<file path="config.mk">
export PLATFORM = sky130hd
export DESIGN_NAME = packed_kv_tile_address_flat
export DESIGN_NICKNAME = d
export VERILOG_FILES = /design/src/rtl/pkta_pkg.sv /design/src/rtl/pkta_in_if.sv /design/src/rtl/pkta_out_if.sv /design/src/rtl/packed_kv_tile_address.sv /design/src/flat_wrapper.sv
export SDC_FILE = /design/constraint.sdc
export NUM_CORES = 2
export LEC_CHECK = 0
export BUFFER_PORTS_ARGS = -buffer_cell sky130_fd_sc_hd__clkbuf_2
export CORE_AREA = 3 3 374 283
export DETAILED_ROUTE_END_ITERATION = 8
export DIE_AREA = 0 0 377 286
export GPL_TIMING_DRIVEN = 0
export PLACE_DENSITY = 0.64
export SLEW_MARGIN = 20
export SYNTH_ARGS = -nofsm -noshare
export SYNTH_HDL_FRONTEND = slang
export SYNTH_SLANG_ARGS = --single-unit
</file>
<file path="constraint.sdc">
create_clock -name i_clk -period 20.7 [get_ports i_clk]
set_input_delay 2.07 -clock i_clk [delete_from_list [all_inputs] [get_ports i_clk]]
set_output_delay 2.07 -clock i_clk [all_outputs]
set_load 0.05 [all_outputs]
</file>
<file path="src/rtl/pkta_pkg.sv">
// shared widths, register indexes and limits for the packed kv tile address block
// no dependencies; used by the channel interfaces and the top level
`default_nettype none

package pkta_pkg;

    localparam int MAX_BATCH    = 8;
    localparam int MAX_HEAD_DIM = 256;
    localparam int MAX_CAPACITY = 65536;
    localparam int MAX_HEADS    = 64;

    localparam int TILE_FP16 = 24;
    localparam int TILE_BF16 = 48;

    // field widths
    localparam int SEL_W   = 1;
    localparam int BATCH_W = 3;
    localparam int HEAD_W  = 6;
    localparam int POS_W   = 16;
    localparam int DIM_W   = 9;
    localparam int BITS_W  = 16;
    localparam int ADDR_W  = 34;

    // configuration registers
    localparam int FMT_W   = 1;
    localparam int HEADS_W = 7;
    localparam int HW_W    = 9;
    localparam int CAP_W   = 17;
    localparam int CFG_DATA_W  = 17;
    localparam int CFG_INDEX_W = 2;

    localparam logic [CFG_INDEX_W-1:0] CFG_KV_FORMAT    = 2'd0;
    localparam logic [CFG_INDEX_W-1:0] CFG_KV_HEADS     = 2'd1;
    localparam logic [CFG_INDEX_W-1:0] CFG_HEAD_WIDTH   = 2'd2;
    localparam logic [CFG_INDEX_W-1:0] CFG_SEQ_CAPACITY = 2'd3;

    localparam logic [FMT_W-1:0]   RST_KV_FORMAT    = 1'd0;
    localparam logic [HEADS_W-1:0] RST_KV_HEADS     = 7'd1;
    localparam logic [HW_W-1:0]    RST_HEAD_WIDTH   = 9'd64;
    localparam logic [CAP_W-1:0]   RST_SEQ_CAPACITY = 17'd1024;

endpackage

`default_nettype wire

</file>
<file path="src/rtl/pkta_in_if.sv">
// element channel: valid/ready handshake with coordinates and raw element bits
// depends on pkta_pkg for field widths
`default_nettype none

interface pkta_in_if;
    logic                          valid;
    logic                          ready;
    logic [pkta_pkg::SEL_W-1:0]    tensor_sel;
    logic [pkta_pkg::BATCH_W-1:0]  batch_index;
    logic [pkta_pkg::HEAD_W-1:0]   head_index;
    logic [pkta_pkg::POS_W-1:0]    seq_pos;
    logic [pkta_pkg::DIM_W-1:0]    dim_index;
    logic [pkta_pkg::BITS_W-1:0]   element_bits;

    modport source (output valid, tensor_sel, batch_index, head_index, seq_pos,
                    dim_index, element_bits, input ready);
    modport sink   (input valid, tensor_sel, batch_index, head_index, seq_pos,
                    dim_index, element_bits, output ready);
endinterface

`default_nettype wire

</file>
<file path="src/rtl/pkta_out_if.sv">
// result channel: valid/ready handshake with destination address, data and status
// depends on pkta_pkg for field widths
`default_nettype none

interface pkta_out_if;
    logic                         valid;
    logic                         ready;
    logic [pkta_pkg::ADDR_W-1:0]  element_address;
    logic [pkta_pkg::BITS_W-1:0]  write_bits;
    logic                         status;

    modport source (output valid, element_address, write_bits, status, input ready);
    modport sink   (input valid, element_address, write_bits, status, output ready);
endinterface

`default_nettype wire

</file>
<file path="src/rtl/packed_kv_tile_address.sv">
// top level of the packed kv tile address generator: config registers and a
// four-stage address pipeline; depends on pkta_pkg, pkta_in_if and pkta_out_if
`default_nettype none

// Scatter address generator for a tiled key/value cache. Every element
// transfer on i_elem gives one registered result on o_addr: the
// element index in the packed cache, the data to store (zero in padding
// columns) and a status bit, 1 when the request is out of range or the
// configuration is invalid, in which case address and data are zero. The
// pipeline has four register stages (tile divide, intra-tile offset and
// tile product, block size and index, block base add); a new element is
// taken every cycle, and a held result only stops the stages behind it once
// they are full. The user writes configuration through i_cfg_we/i_cfg_index/
// i_cfg_data only while no element is in flight; the block itself does not enforce it.
module packed_kv_tile_address (
    input  wire logic                              i_clk,
    input  wire logic                              i_rst_n,
    input  wire logic                              i_cfg_we,
    input  wire logic [pkta_pkg::CFG_INDEX_W-1:0]  i_cfg_index,
    input  wire logic [pkta_pkg::CFG_DATA_W-1:0]   i_cfg_data,
    pkta_in_if.sink                                i_elem,
    pkta_out_if.source                             o_addr
);

    localparam int AW = pkta_pkg::ADDR_W;

    // floor(x/3) for 16-bit x by reciprocal multiply
    function automatic logic [15:0] div3(input logic [15:0] x);
        logic [32:0] p;
        p = 33'(x) * 33'd43691;
        return p[32:17];
    endfunction

    // x times the tile width (24 or 48) by shift and add
    function automatic logic [AW-1:0] mul_t(input logic [AW-1:0] x, input logic fmt);
        logic [AW-1:0] x24;
        x24 = (x << 4) + (x << 3);
        return fmt ? (x24 << 1) : x24;
    endfunction

    // size that the tile quotient is multiplied by: padded width or sequence length
    function automatic logic [17:0] n2_sel_mb(input logic sel, input logic [9:0] hs,
                                              input logic [17:0] sl);
        return sel ? sl : 18'(hs);
    endfunction

    // configuration registers
    logic [pkta_pkg::FMT_W-1:0]   r_kv_format;
    logic [pkta_pkg::HEADS_W-1:0] r_kv_heads;
    logic [pkta_pkg::HW_W-1:0]    r_head_width;
    logic [pkta_pkg::CAP_W-1:0]   r_seq_capacity;

    always_ff @(posedge i_clk) begin
        if (!i_rst_n) begin
            r_kv_format    <= pkta_pkg::RST_KV_FORMAT;
            r_kv_heads     <= pkta_pkg::RST_KV_HEADS;
            r_head_width   <= pkta_pkg::RST_HEAD_WIDTH;
            r_seq_capacity <= pkta_pkg::RST_SEQ_CAPACITY;
        end else if (i_cfg_we) begin
            unique case (i_cfg_index)
                pkta_pkg::CFG_KV_FORMAT:    r_kv_format    <= i_cfg_data[pkta_pkg::FMT_W-1:0];
                pkta_pkg::CFG_KV_HEADS:     r_kv_heads     <= i_cfg_data[pkta_pkg::HEADS_W-1:0];
                pkta_pkg::CFG_HEAD_WIDTH:   r_head_width   <= i_cfg_data[pkta_pkg::HW_W-1:0];
                pkta_pkg::CFG_SEQ_CAPACITY: r_seq_capacity <= i_cfg_data[pkta_pkg::CAP_W-1:0];
                default: ;
            endcase
        end
    end

    logic fmt;
    assign fmt = r_kv_format[0];

    // stage enables: a stage moves when empty or when the one after it moves
    logic r1_valid, r2_valid, r3_valid, r4_valid;
    logic en1, en2, en3, en4;

    assign en4 = !r4_valid || o_addr.ready;
    assign en3 = !r3_valid || en4;
    assign en2 = !r2_valid || en3;
    assign en1 = !r1_valid || en2;
    assign i_elem.ready = en1;

    always_ff @(posedge i_clk) begin
        if (!i_rst_n) begin
            r1_valid <= 1'b0;
            r2_valid <= 1'b0;
            r3_valid <= 1'b0;
            r4_valid <= 1'b0;
        end else begin
            if (en1) r1_valid <= i_elem.valid;
            if (en2) r2_valid <= r1_valid;
            if (en3) r3_valid <= r2_valid;
            if (en4) r4_valid <= r3_valid;
        end
    end

    // ---------------- stage 1: tile quotients and range checks
    logic        r1_sel;
    logic [2:0]  r1_b;
    logic [5:0]  r1_h;
    logic [15:0] r1_pos;
    logic [8:0]  r1_d;
    logic [15:0] r1_bits;
    logic [11:0] r1_q_pos;
    logic [4:0]  r1_q_d;
    logic [4:0]  r1_q_hw;
    logic [12:0] r1_q_cap;
    logic        r1_bad;

    logic [9:0]  n1_hw_t;
    logic [17:0] n1_cap_t;
    logic [15:0] n1_q_pos, n1_q_d, n1_q_hw, n1_q_cap;
    logic        n1_bad;

    always_comb begin
        // add tile width minus one before dividing to round up
        n1_hw_t  = 10'(r_head_width) +
                   (fmt ? 10'(pkta_pkg::TILE_BF16 - 1) : 10'(pkta_pkg::TILE_FP16 - 1));
        n1_cap_t = 18'(r_seq_capacity) +
                   (fmt ? 18'(pkta_pkg::TILE_BF16 - 1) : 18'(pkta_pkg::TILE_FP16 - 1));
        // divide by 8 or 16, then by 3
        n1_q_pos = div3(fmt ? 16'(i_elem.seq_pos >> 4) : 16'(i_elem.seq_pos >> 3));
        n1_q_d   = div3(fmt ? 16'(i_elem.dim_index >> 4) : 16'(i_elem.dim_index >> 3));
        n1_q_hw  = div3(fmt ? 16'(n1_hw_t >> 4) : 16'(n1_hw_t >> 3));
        n1_q_cap = div3(fmt ? 16'(n1_cap_t >> 4) : 16'(n1_cap_t >> 3));

        n1_bad = 1'b0;
        if (r_kv_heads == '0 || 32'(r_kv_heads) > pkta_pkg::MAX_HEADS) n1_bad = 1'b1;
        if (r_head_width == '0 || 32'(r_head_width) > pkta_pkg::MAX_HEAD_DIM) n1_bad = 1'b1;
        if (r_seq_capacity == '0 || 32'(r_seq_capacity) > pkta_pkg::MAX_CAPACITY)
            n1_bad = 1'b1;
        if (17'(i_elem.seq_pos) >= r_seq_capacity) n1_bad = 1'b1;
        if (7'(i_elem.head_index) >= r_kv_heads) n1_bad = 1'b1;
        if (32'(i_elem.batch_index) >= pkta_pkg::MAX_BATCH) n1_bad = 1'b1;
    end

    always_ff @(posedge i_clk) begin
        if (en1) begin
            r1_sel   <= i_elem.tensor_sel[0];
            r1_b     <= i_elem.batch_index;
            r1_h     <= i_elem.head_index;
            r1_pos   <= i_elem.seq_pos;
            r1_d     <= i_elem.dim_index;
            r1_bits  <= i_elem.element_bits;
            r1_q_pos <= n1_q_pos[11:0];
            r1_q_d   <= n1_q_d[4:0];
            r1_q_hw  <= n1_q_hw[4:0];
            r1_q_cap <= n1_q_cap[12:0];
            r1_bad   <= n1_bad;
        end
    end

    // ---------------- stage 2: padded sizes, intra-tile offset, tile product
    logic [2:0]  r2_b;
    logic [5:0]  r2_h;
    logic [15:0] r2_bits;
    logic [9:0]  r2_hs;
    logic [17:0] r2_sl;
    logic [30:0] r2_term;
    logic [21:0] r2_rest;
    logic        r2_bad;
    logic        r2_pad;

    logic [9:0]  n2_hw_pt, n2_hw_pr, n2_hs;
    logic [17:0] n2_cap_pt, n2_cap_pr, n2_sl;
    logic [15:0] n2_rem_pos;
    logic [8:0]  n2_rem_d;
    logic [12:0] n2_qa;
    logic [AW-1:0] n2_hi;
    logic [21:0] n2_rest;
    logic [30:0] n2_term;

    always_comb begin
        n2_hw_pt  = 10'(mul_t(AW'(r1_q_hw), fmt));
        n2_cap_pt = 18'(mul_t(AW'(r1_q_cap), fmt));
        n2_hw_pr  = fmt ? ((10'(r_head_width) + 10'd1) & ~10'd1) : 10'(r_head_width);
        n2_cap_pr = fmt ? ((18'(r_seq_capacity) + 18'd1) & ~18'd1) : 18'(r_seq_capacity);
        n2_rem_pos = r1_pos - 16'(mul_t(AW'(r1_q_pos), fmt));
        n2_rem_d   = r1_d - 9'(mul_t(AW'(r1_q_d), fmt));

        if (!r1_sel) begin
            // key: tiles over the sequence, pack over dim
            n2_hs = n2_hw_pr;
            n2_sl = n2_cap_pt;
            n2_qa = 13'(r1_q_pos);
            n2_hi = mul_t(AW'(fmt ? (r1_d >> 1) : r1_d), fmt);
            n2_hi = fmt ? (n2_hi << 1) : n2_hi;
            n2_rest = 22'(n2_hi) +
                      (fmt ? 22'({n2_rem_pos[5:0], r1_d[0]}) : 22'(n2_rem_pos[5:0]));
        end else begin
            // value: tiles over dim, pack over the sequence
            n2_hs = n2_hw_pt;
            n2_sl = n2_cap_pr;
            n2_qa = 13'(r1_q_d);
            n2_hi = mul_t(AW'(fmt ? (r1_pos >> 1) : r1_pos), fmt);
            n2_hi = fmt ? (n2_hi << 1) : n2_hi;
            n2_rest = 22'(n2_hi) +
                      (fmt ? 22'({n2_rem_d[5:0], r1_pos[0]}) : 22'(n2_rem_d[5:0]));
        end
        n2_term = 31'(n2_qa) * 31'(n2_sel_mb(r1_sel, n2_hs, n2_sl));
    end

    always_ff @(posedge i_clk) begin
        if (en2) begin
            r2_b    <= r1_b;
            r2_h    <= r1_h;
            r2_bits <= r1_bits;
            r2_hs   <= n2_hs;
            r2_sl   <= n2_sl;
            r2_term <= n2_term;
            r2_rest <= n2_rest;
            r2_bad  <= r1_bad || (10'(r1_d) >= n2_hs);
            r2_pad  <= (r1_d >= r_head_width);
        end
    end

    // ---------------- stage 3: block size, pair number, intra-block index
    logic [27:0]   r3_elems;
    logic [9:0]    r3_pair;
    logic [AW-1:0] r3_idx;
    logic [15:0]   r3_bits;
    logic          r3_bad;

    always_ff @(posedge i_clk) begin
        if (en3) begin
            r3_elems <= 28'(r2_sl) * 28'(r2_hs);
            r3_pair  <= 10'(r2_b) * 10'(r_kv_heads) + 10'(r2_h);
            r3_idx   <= mul_t(AW'(r2_term), fmt) + AW'(r2_rest);
            r3_bits  <= r2_pad ? '0 : r2_bits;
            r3_bad   <= r2_bad;
        end
    end

    // ---------------- stage 4: block base plus index, output register
    logic [AW-1:0] r4_addr;
    logic [15:0]   r4_bits;
    logic          r4_status;
    logic [37:0]   n4_base;

    assign n4_base = 38'(r3_pair) * 38'(r3_elems);

    always_ff @(posedge i_clk) begin
        if (en4) begin
            r4_addr   <= r3_bad ? '0 : (n4_base[AW-1:0] + r3_idx);
            r4_bits   <= r3_bad ? '0 : r3_bits;
            r4_status <= r3_bad;
        end
    end

    assign o_addr.valid           = r4_valid;
    assign o_addr.element_address = r4_addr;
    assign o_addr.write_bits      = r4_bits;
    assign o_addr.status          = r4_status;

endmodule

`default_nettype wire

</file>
<file path="src/flat_wrapper.sv">
// flat-port wrapper written by rule: the top's interface ports become plain ports
module packed_kv_tile_address_flat 
  (i_clk, i_rst_n, i_cfg_we, i_cfg_index, i_cfg_data, i_elem_valid, i_elem_tensor_sel, i_elem_batch_index, i_elem_head_index, i_elem_seq_pos, i_elem_dim_index, i_elem_element_bits, i_elem_ready, o_addr_valid, o_addr_element_address, o_addr_write_bits, o_addr_status, o_addr_ready);
  pkta_in_if i_elem_i ();
  pkta_out_if o_addr_i ();
  input  wire logic i_clk;
  input  wire logic i_rst_n;
  input  wire logic i_cfg_we;
  input  wire logic [pkta_pkg::CFG_INDEX_W-1:0] i_cfg_index;
  input  wire logic [pkta_pkg::CFG_DATA_W-1:0] i_cfg_data;
  input wire logic [$bits(i_elem_i.valid)-1:0] i_elem_valid;
  input wire logic [$bits(i_elem_i.tensor_sel)-1:0] i_elem_tensor_sel;
  input wire logic [$bits(i_elem_i.batch_index)-1:0] i_elem_batch_index;
  input wire logic [$bits(i_elem_i.head_index)-1:0] i_elem_head_index;
  input wire logic [$bits(i_elem_i.seq_pos)-1:0] i_elem_seq_pos;
  input wire logic [$bits(i_elem_i.dim_index)-1:0] i_elem_dim_index;
  input wire logic [$bits(i_elem_i.element_bits)-1:0] i_elem_element_bits;
  output wire logic [$bits(i_elem_i.ready)-1:0] i_elem_ready;
  output wire logic [$bits(o_addr_i.valid)-1:0] o_addr_valid;
  output wire logic [$bits(o_addr_i.element_address)-1:0] o_addr_element_address;
  output wire logic [$bits(o_addr_i.write_bits)-1:0] o_addr_write_bits;
  output wire logic [$bits(o_addr_i.status)-1:0] o_addr_status;
  input wire logic [$bits(o_addr_i.ready)-1:0] o_addr_ready;
  assign i_elem_i.valid = i_elem_valid;
  assign i_elem_i.tensor_sel = i_elem_tensor_sel;
  assign i_elem_i.batch_index = i_elem_batch_index;
  assign i_elem_i.head_index = i_elem_head_index;
  assign i_elem_i.seq_pos = i_elem_seq_pos;
  assign i_elem_i.dim_index = i_elem_dim_index;
  assign i_elem_i.element_bits = i_elem_element_bits;
  assign i_elem_ready = i_elem_i.ready;
  assign o_addr_valid = o_addr_i.valid;
  assign o_addr_element_address = o_addr_i.element_address;
  assign o_addr_write_bits = o_addr_i.write_bits;
  assign o_addr_status = o_addr_i.status;
  assign o_addr_i.ready = o_addr_ready;
  packed_kv_tile_address u_core (.i_clk(i_clk), .i_rst_n(i_rst_n), .i_cfg_we(i_cfg_we), .i_cfg_index(i_cfg_index), .i_cfg_data(i_cfg_data), .i_elem(i_elem_i), .o_addr(o_addr_i));
endmodule
</file>
==> results.py <==
metrics = {
    "placed_design": {
        "place.gp.congestion": 0.9573,
        "numPortBuffers": 126,
        "dpl.hpwl_mm": 116.7,
    },
    "clock_tree": {
        "cts_root_buf": "clkbuf_16",
        "clkTransAtPathRegs_ps": 60,
        "cts_tree": "built",
        "clkSinkCount": 372,
        "post_cts_resized": 0,
        "cts_setup_buffers": 0,
        "clkLatencyLatePin_ps": 620,
        "clock_path_buffers": 3,
        "hold_buffers": 0,
        "htreeDepth": 2,
        "numCtsBuffers": 44,
    },
    "synth": {
        "netlist_area_mm2": 0.05113,
        "synth-seq-cells": 372,
        "syn_avg_cell_area_um2": 9.589,
        "async_reset_ff_share_pct": 0,
        "ys_seq_area_share_pct": 21.10,
        "synthTopCellsByArea": "fa_1 (26%), edfxtp_1 (20%), ha_1 (15%)",
        "synth_common_cells": "inv_1 (921), fa_1 (670), nand2_1 (635), ha_1 (601), edfxtp_1 (334)",
        "synthCells": 5332,
        "synth-main-ff-cell": "edfxtp_1",
        "synth_top_cell_area_share_pct": 26.23,
        "synth_area_leader_cell": "fa_1",
        "synth.most_common_cell": "inv_1",
        "yosysUniqueCellTypes": 92,
        "synth_edf_count": 334,
        "ys.warnings.count": 0,
    },
    "timing": {
        "timing.fmax_mhz": 72.95,
        "fin_tns_setup_ps": 0,
        "relSlewSlack_pct": 11.14,
        "slew_violations": 0,
        "hold_viol_final": 0,
        "tightest_slew_ps": 1323,
        "fin_skew_ps": 27.10,
        "min_period_ps": 13710,
        "rsz0062_at_grt": "false",
        "setup_viol": 0,
        "finalCritPeriodShare_pct": 66.22,
    },
    "die": {
        "io_pins": 128,
        "fp.dieH_um": 286,
        "initial_utilization_pct": 49.71,
        "dieArea_mm2": 0.1078,
        "core_area_mm2": 0.1029,
        "rows": 102,
        "chipWidth_um": 377,
    },
    "global_route": {
        "antenna_found_initial": 2,
        "grt_max_degree": 79,
        "track_usage_pct": 26.52,
        "grt_pass1_vias": 38277,
        "grt_pass1_wl_mm": 221.5,
        "grt-ovfl-total": 0,
    },
    "pwr": {
        "peakVddDrop_v": 0.0002224,
        "p_comb_share_pct": 77.8,
        "power_frac_seq_pct": 13.6,
        "p_leak_nw": 26.01,
        "p_sw_share_pct": 51.27,
        "clkPwrFrac_pct": 8.6,
        "finalPower_mw": 9.532,
        "p_per_area_mw_per_mm2": 172.4,
        "p_switching_mw": 4.887,
        "power.internal_mw": 4.644,
    },
    "setup_path": {
        "timing.rr.end": "u_core.r1_q_cap[11]",
        "crit_type": "flip-flop to flip-flop",
        "cp-start-kind": "flip-flop",
        "cpLargestDelayFamily": "buffers and inverters",
        "required_ps": 21050,
        "critical_path.max_stage_delay_ps": 970,
        "reg2reg_from": "u_core.fmt",
        "cpMaxStageDelayCell": "clkbuf_1",
        "arrival_ps": 14060,
        "timing.reg2reg.setup_slack_ps": 6990,
        "end_kind": "flip-flop",
        "crit_buf_inv": 9,
        "crit_top_cell": "fa_1",
        "reg2reg_depth": 37,
        "critPathMaxFanout": 11,
    },
    "detailed_routing": {
        "wl_mm": 140.1,
        "route.detailed.drc": 0,
        "first_pass_iters": 6,
        "wire_per_inst_um": 20.15,
        "viasPerCell": 5.451,
        "vias": 37887,
        "detail-route-antenna-nets": 0,
        "drt_iter0_drc": 3430,
    },
    "worst_hold_path": {
        "min_path_cells": 0,
        "min_to": "u_core.r3_idx[1]",
        "hp-start": "u_core.r2_rest[1]",
        "worstHoldPathType": "flip-flop to flip-flop",
    },
    "outcome": {
        "status": "complete, no violations",
    },
    "layout": {
        "nets": 6909,
        "drive_gt1_share_pct": 5.216,
        "syn2layout_area_growth_pct": 8.151,
    },
    "run": {
        "drv_cap": 0,
    },
}
[placed cells by master (no fill, tap or decap), types with 140 or more instances in the layout]
master    netlist  routed
clkbuf_1      154     160
nand2_1       635     633
o21ai_0       141     140
nor2_1        217     217
inv_1         921     919
ha_1          601     601
and2_1        216     216
fa_1          670     670
xnor2_1       182     182
a21oi_1       224     224
edfxtp_1      334     334
[state kept, by name, indices dropped and copies added, names as in the netlist, 17 cells and up]
signal                         cells
u_core.r2_term                    30
u_core.r_seq_capacity             17
u_core.r2_sl                      18
u_core.o_addr.element_address     34
u_core.r3_elems                   28
u_core.r3_idx                     34
u_core.r2_rest                    22
[per-layer routing]
metal | part of all wire, % | global-route usage, %
met5 | 0 | 0
met2 | 41 | 39.16
met4 | 2.3 | 5.932
met1 | 47 | 40.07
met3 | 8.9 | 5.353
[through the flow]
step	std cells	hold WS, ps	utilization, %	worst slack, ps	area (um^2)
final	6951	418.5	53.76	6992	55300
after global routing	6950	426.4	53.75	6669	55290
after CTS	6949	419.3	53.74	7252	55280
after detailed placement	6868	404.5	52.28	7351	53780
after global placement	6864	401.1	52.16	7247	53650
after floorplan	5386	400.3	-	11110	51330
[worst max-delay path by stage]
| stage | slack [ps] | end | cells after the start | start |
|---|---|---|---|---|
| after floorplan | 11110 | u_core.r1_q_cap[11] | 37 | u_core.fmt |
| after global placement | 7250 | u_core.r1_q_cap[11] | 37 | u_core.fmt |
| after detailed placement | 7350 | u_core.r1_q_cap[11] | 37 | u_core.fmt |
| after CTS | 7250 | u_core.r1_q_cap[11] | 37 | u_core.fmt |
| after global routing | 6670 | u_core.r1_q_cap[12] | 36 | u_core.fmt |
| final | 6990 | u_core.r1_q_cap[11] | 37 | u_core.fmt |
[power groups by stage]
stage / Sequential (mW) / Clock (mW) / Combinational [mW]
after detailed placement: 1.31 / 0 / 7.31
after global routing: 1.31 / 0.867 / 8.42
after CTS: 1.30 / 0.838 / 7.36
after global placement: 1.31 / 0 / 7.19
after floorplan: 1.26 / 0 / 5.64
final: 1.30 / 0.818 / 7.41
[final cells by class]
| class | count | area [um^2] |
|---|---|---|
| buffer | 182 | 694.4 |
| timing repair buffer | 131 | 748.2 |
| fill | 9325 | 47570 |
| inverter | 921 | 3462 |
| antenna | 1 | 2.502 |
| sequential | 372 | 10790 |
| clock inverter | 31 | 377.9 |
| multi-input combinational | 3911 | 36410 |
| tap | 1352 | 1692 |
| clock buffer | 50 | 1124 |
[worst register-to-register path: cells and delay by family (launching register included)]
| family | cells | cell delay, ps |
|---|---|---|
| XOR/XNOR | 1 | 80 |
| flip-flops | 1 | 480 |
| adder cells (fa/ha/maj) | 8 | 3750 |
| AND/OR/NAND/NOR | 9 | 1800 |
| buffers and inverters | 9 | 4620 |
| AO/OA/AOI/OAI | 10 | 2710 |
[cell families after synthesis]
family                   after synthesis  synth area share (%)
AO/OA/AOI/OAI                        741                 9.451
XOR/XNOR                             264                 4.522
adder cells (fa/ha/maj)             1271                 40.94
buffers and inverters               1103                 8.117
flip-flops                           372                 21.10
multiplexers                          90                 1.914
other                                  2               0.01469
AND/OR/NAND/NOR                     1489                 13.94
Power figures use the tool's default switching activity.
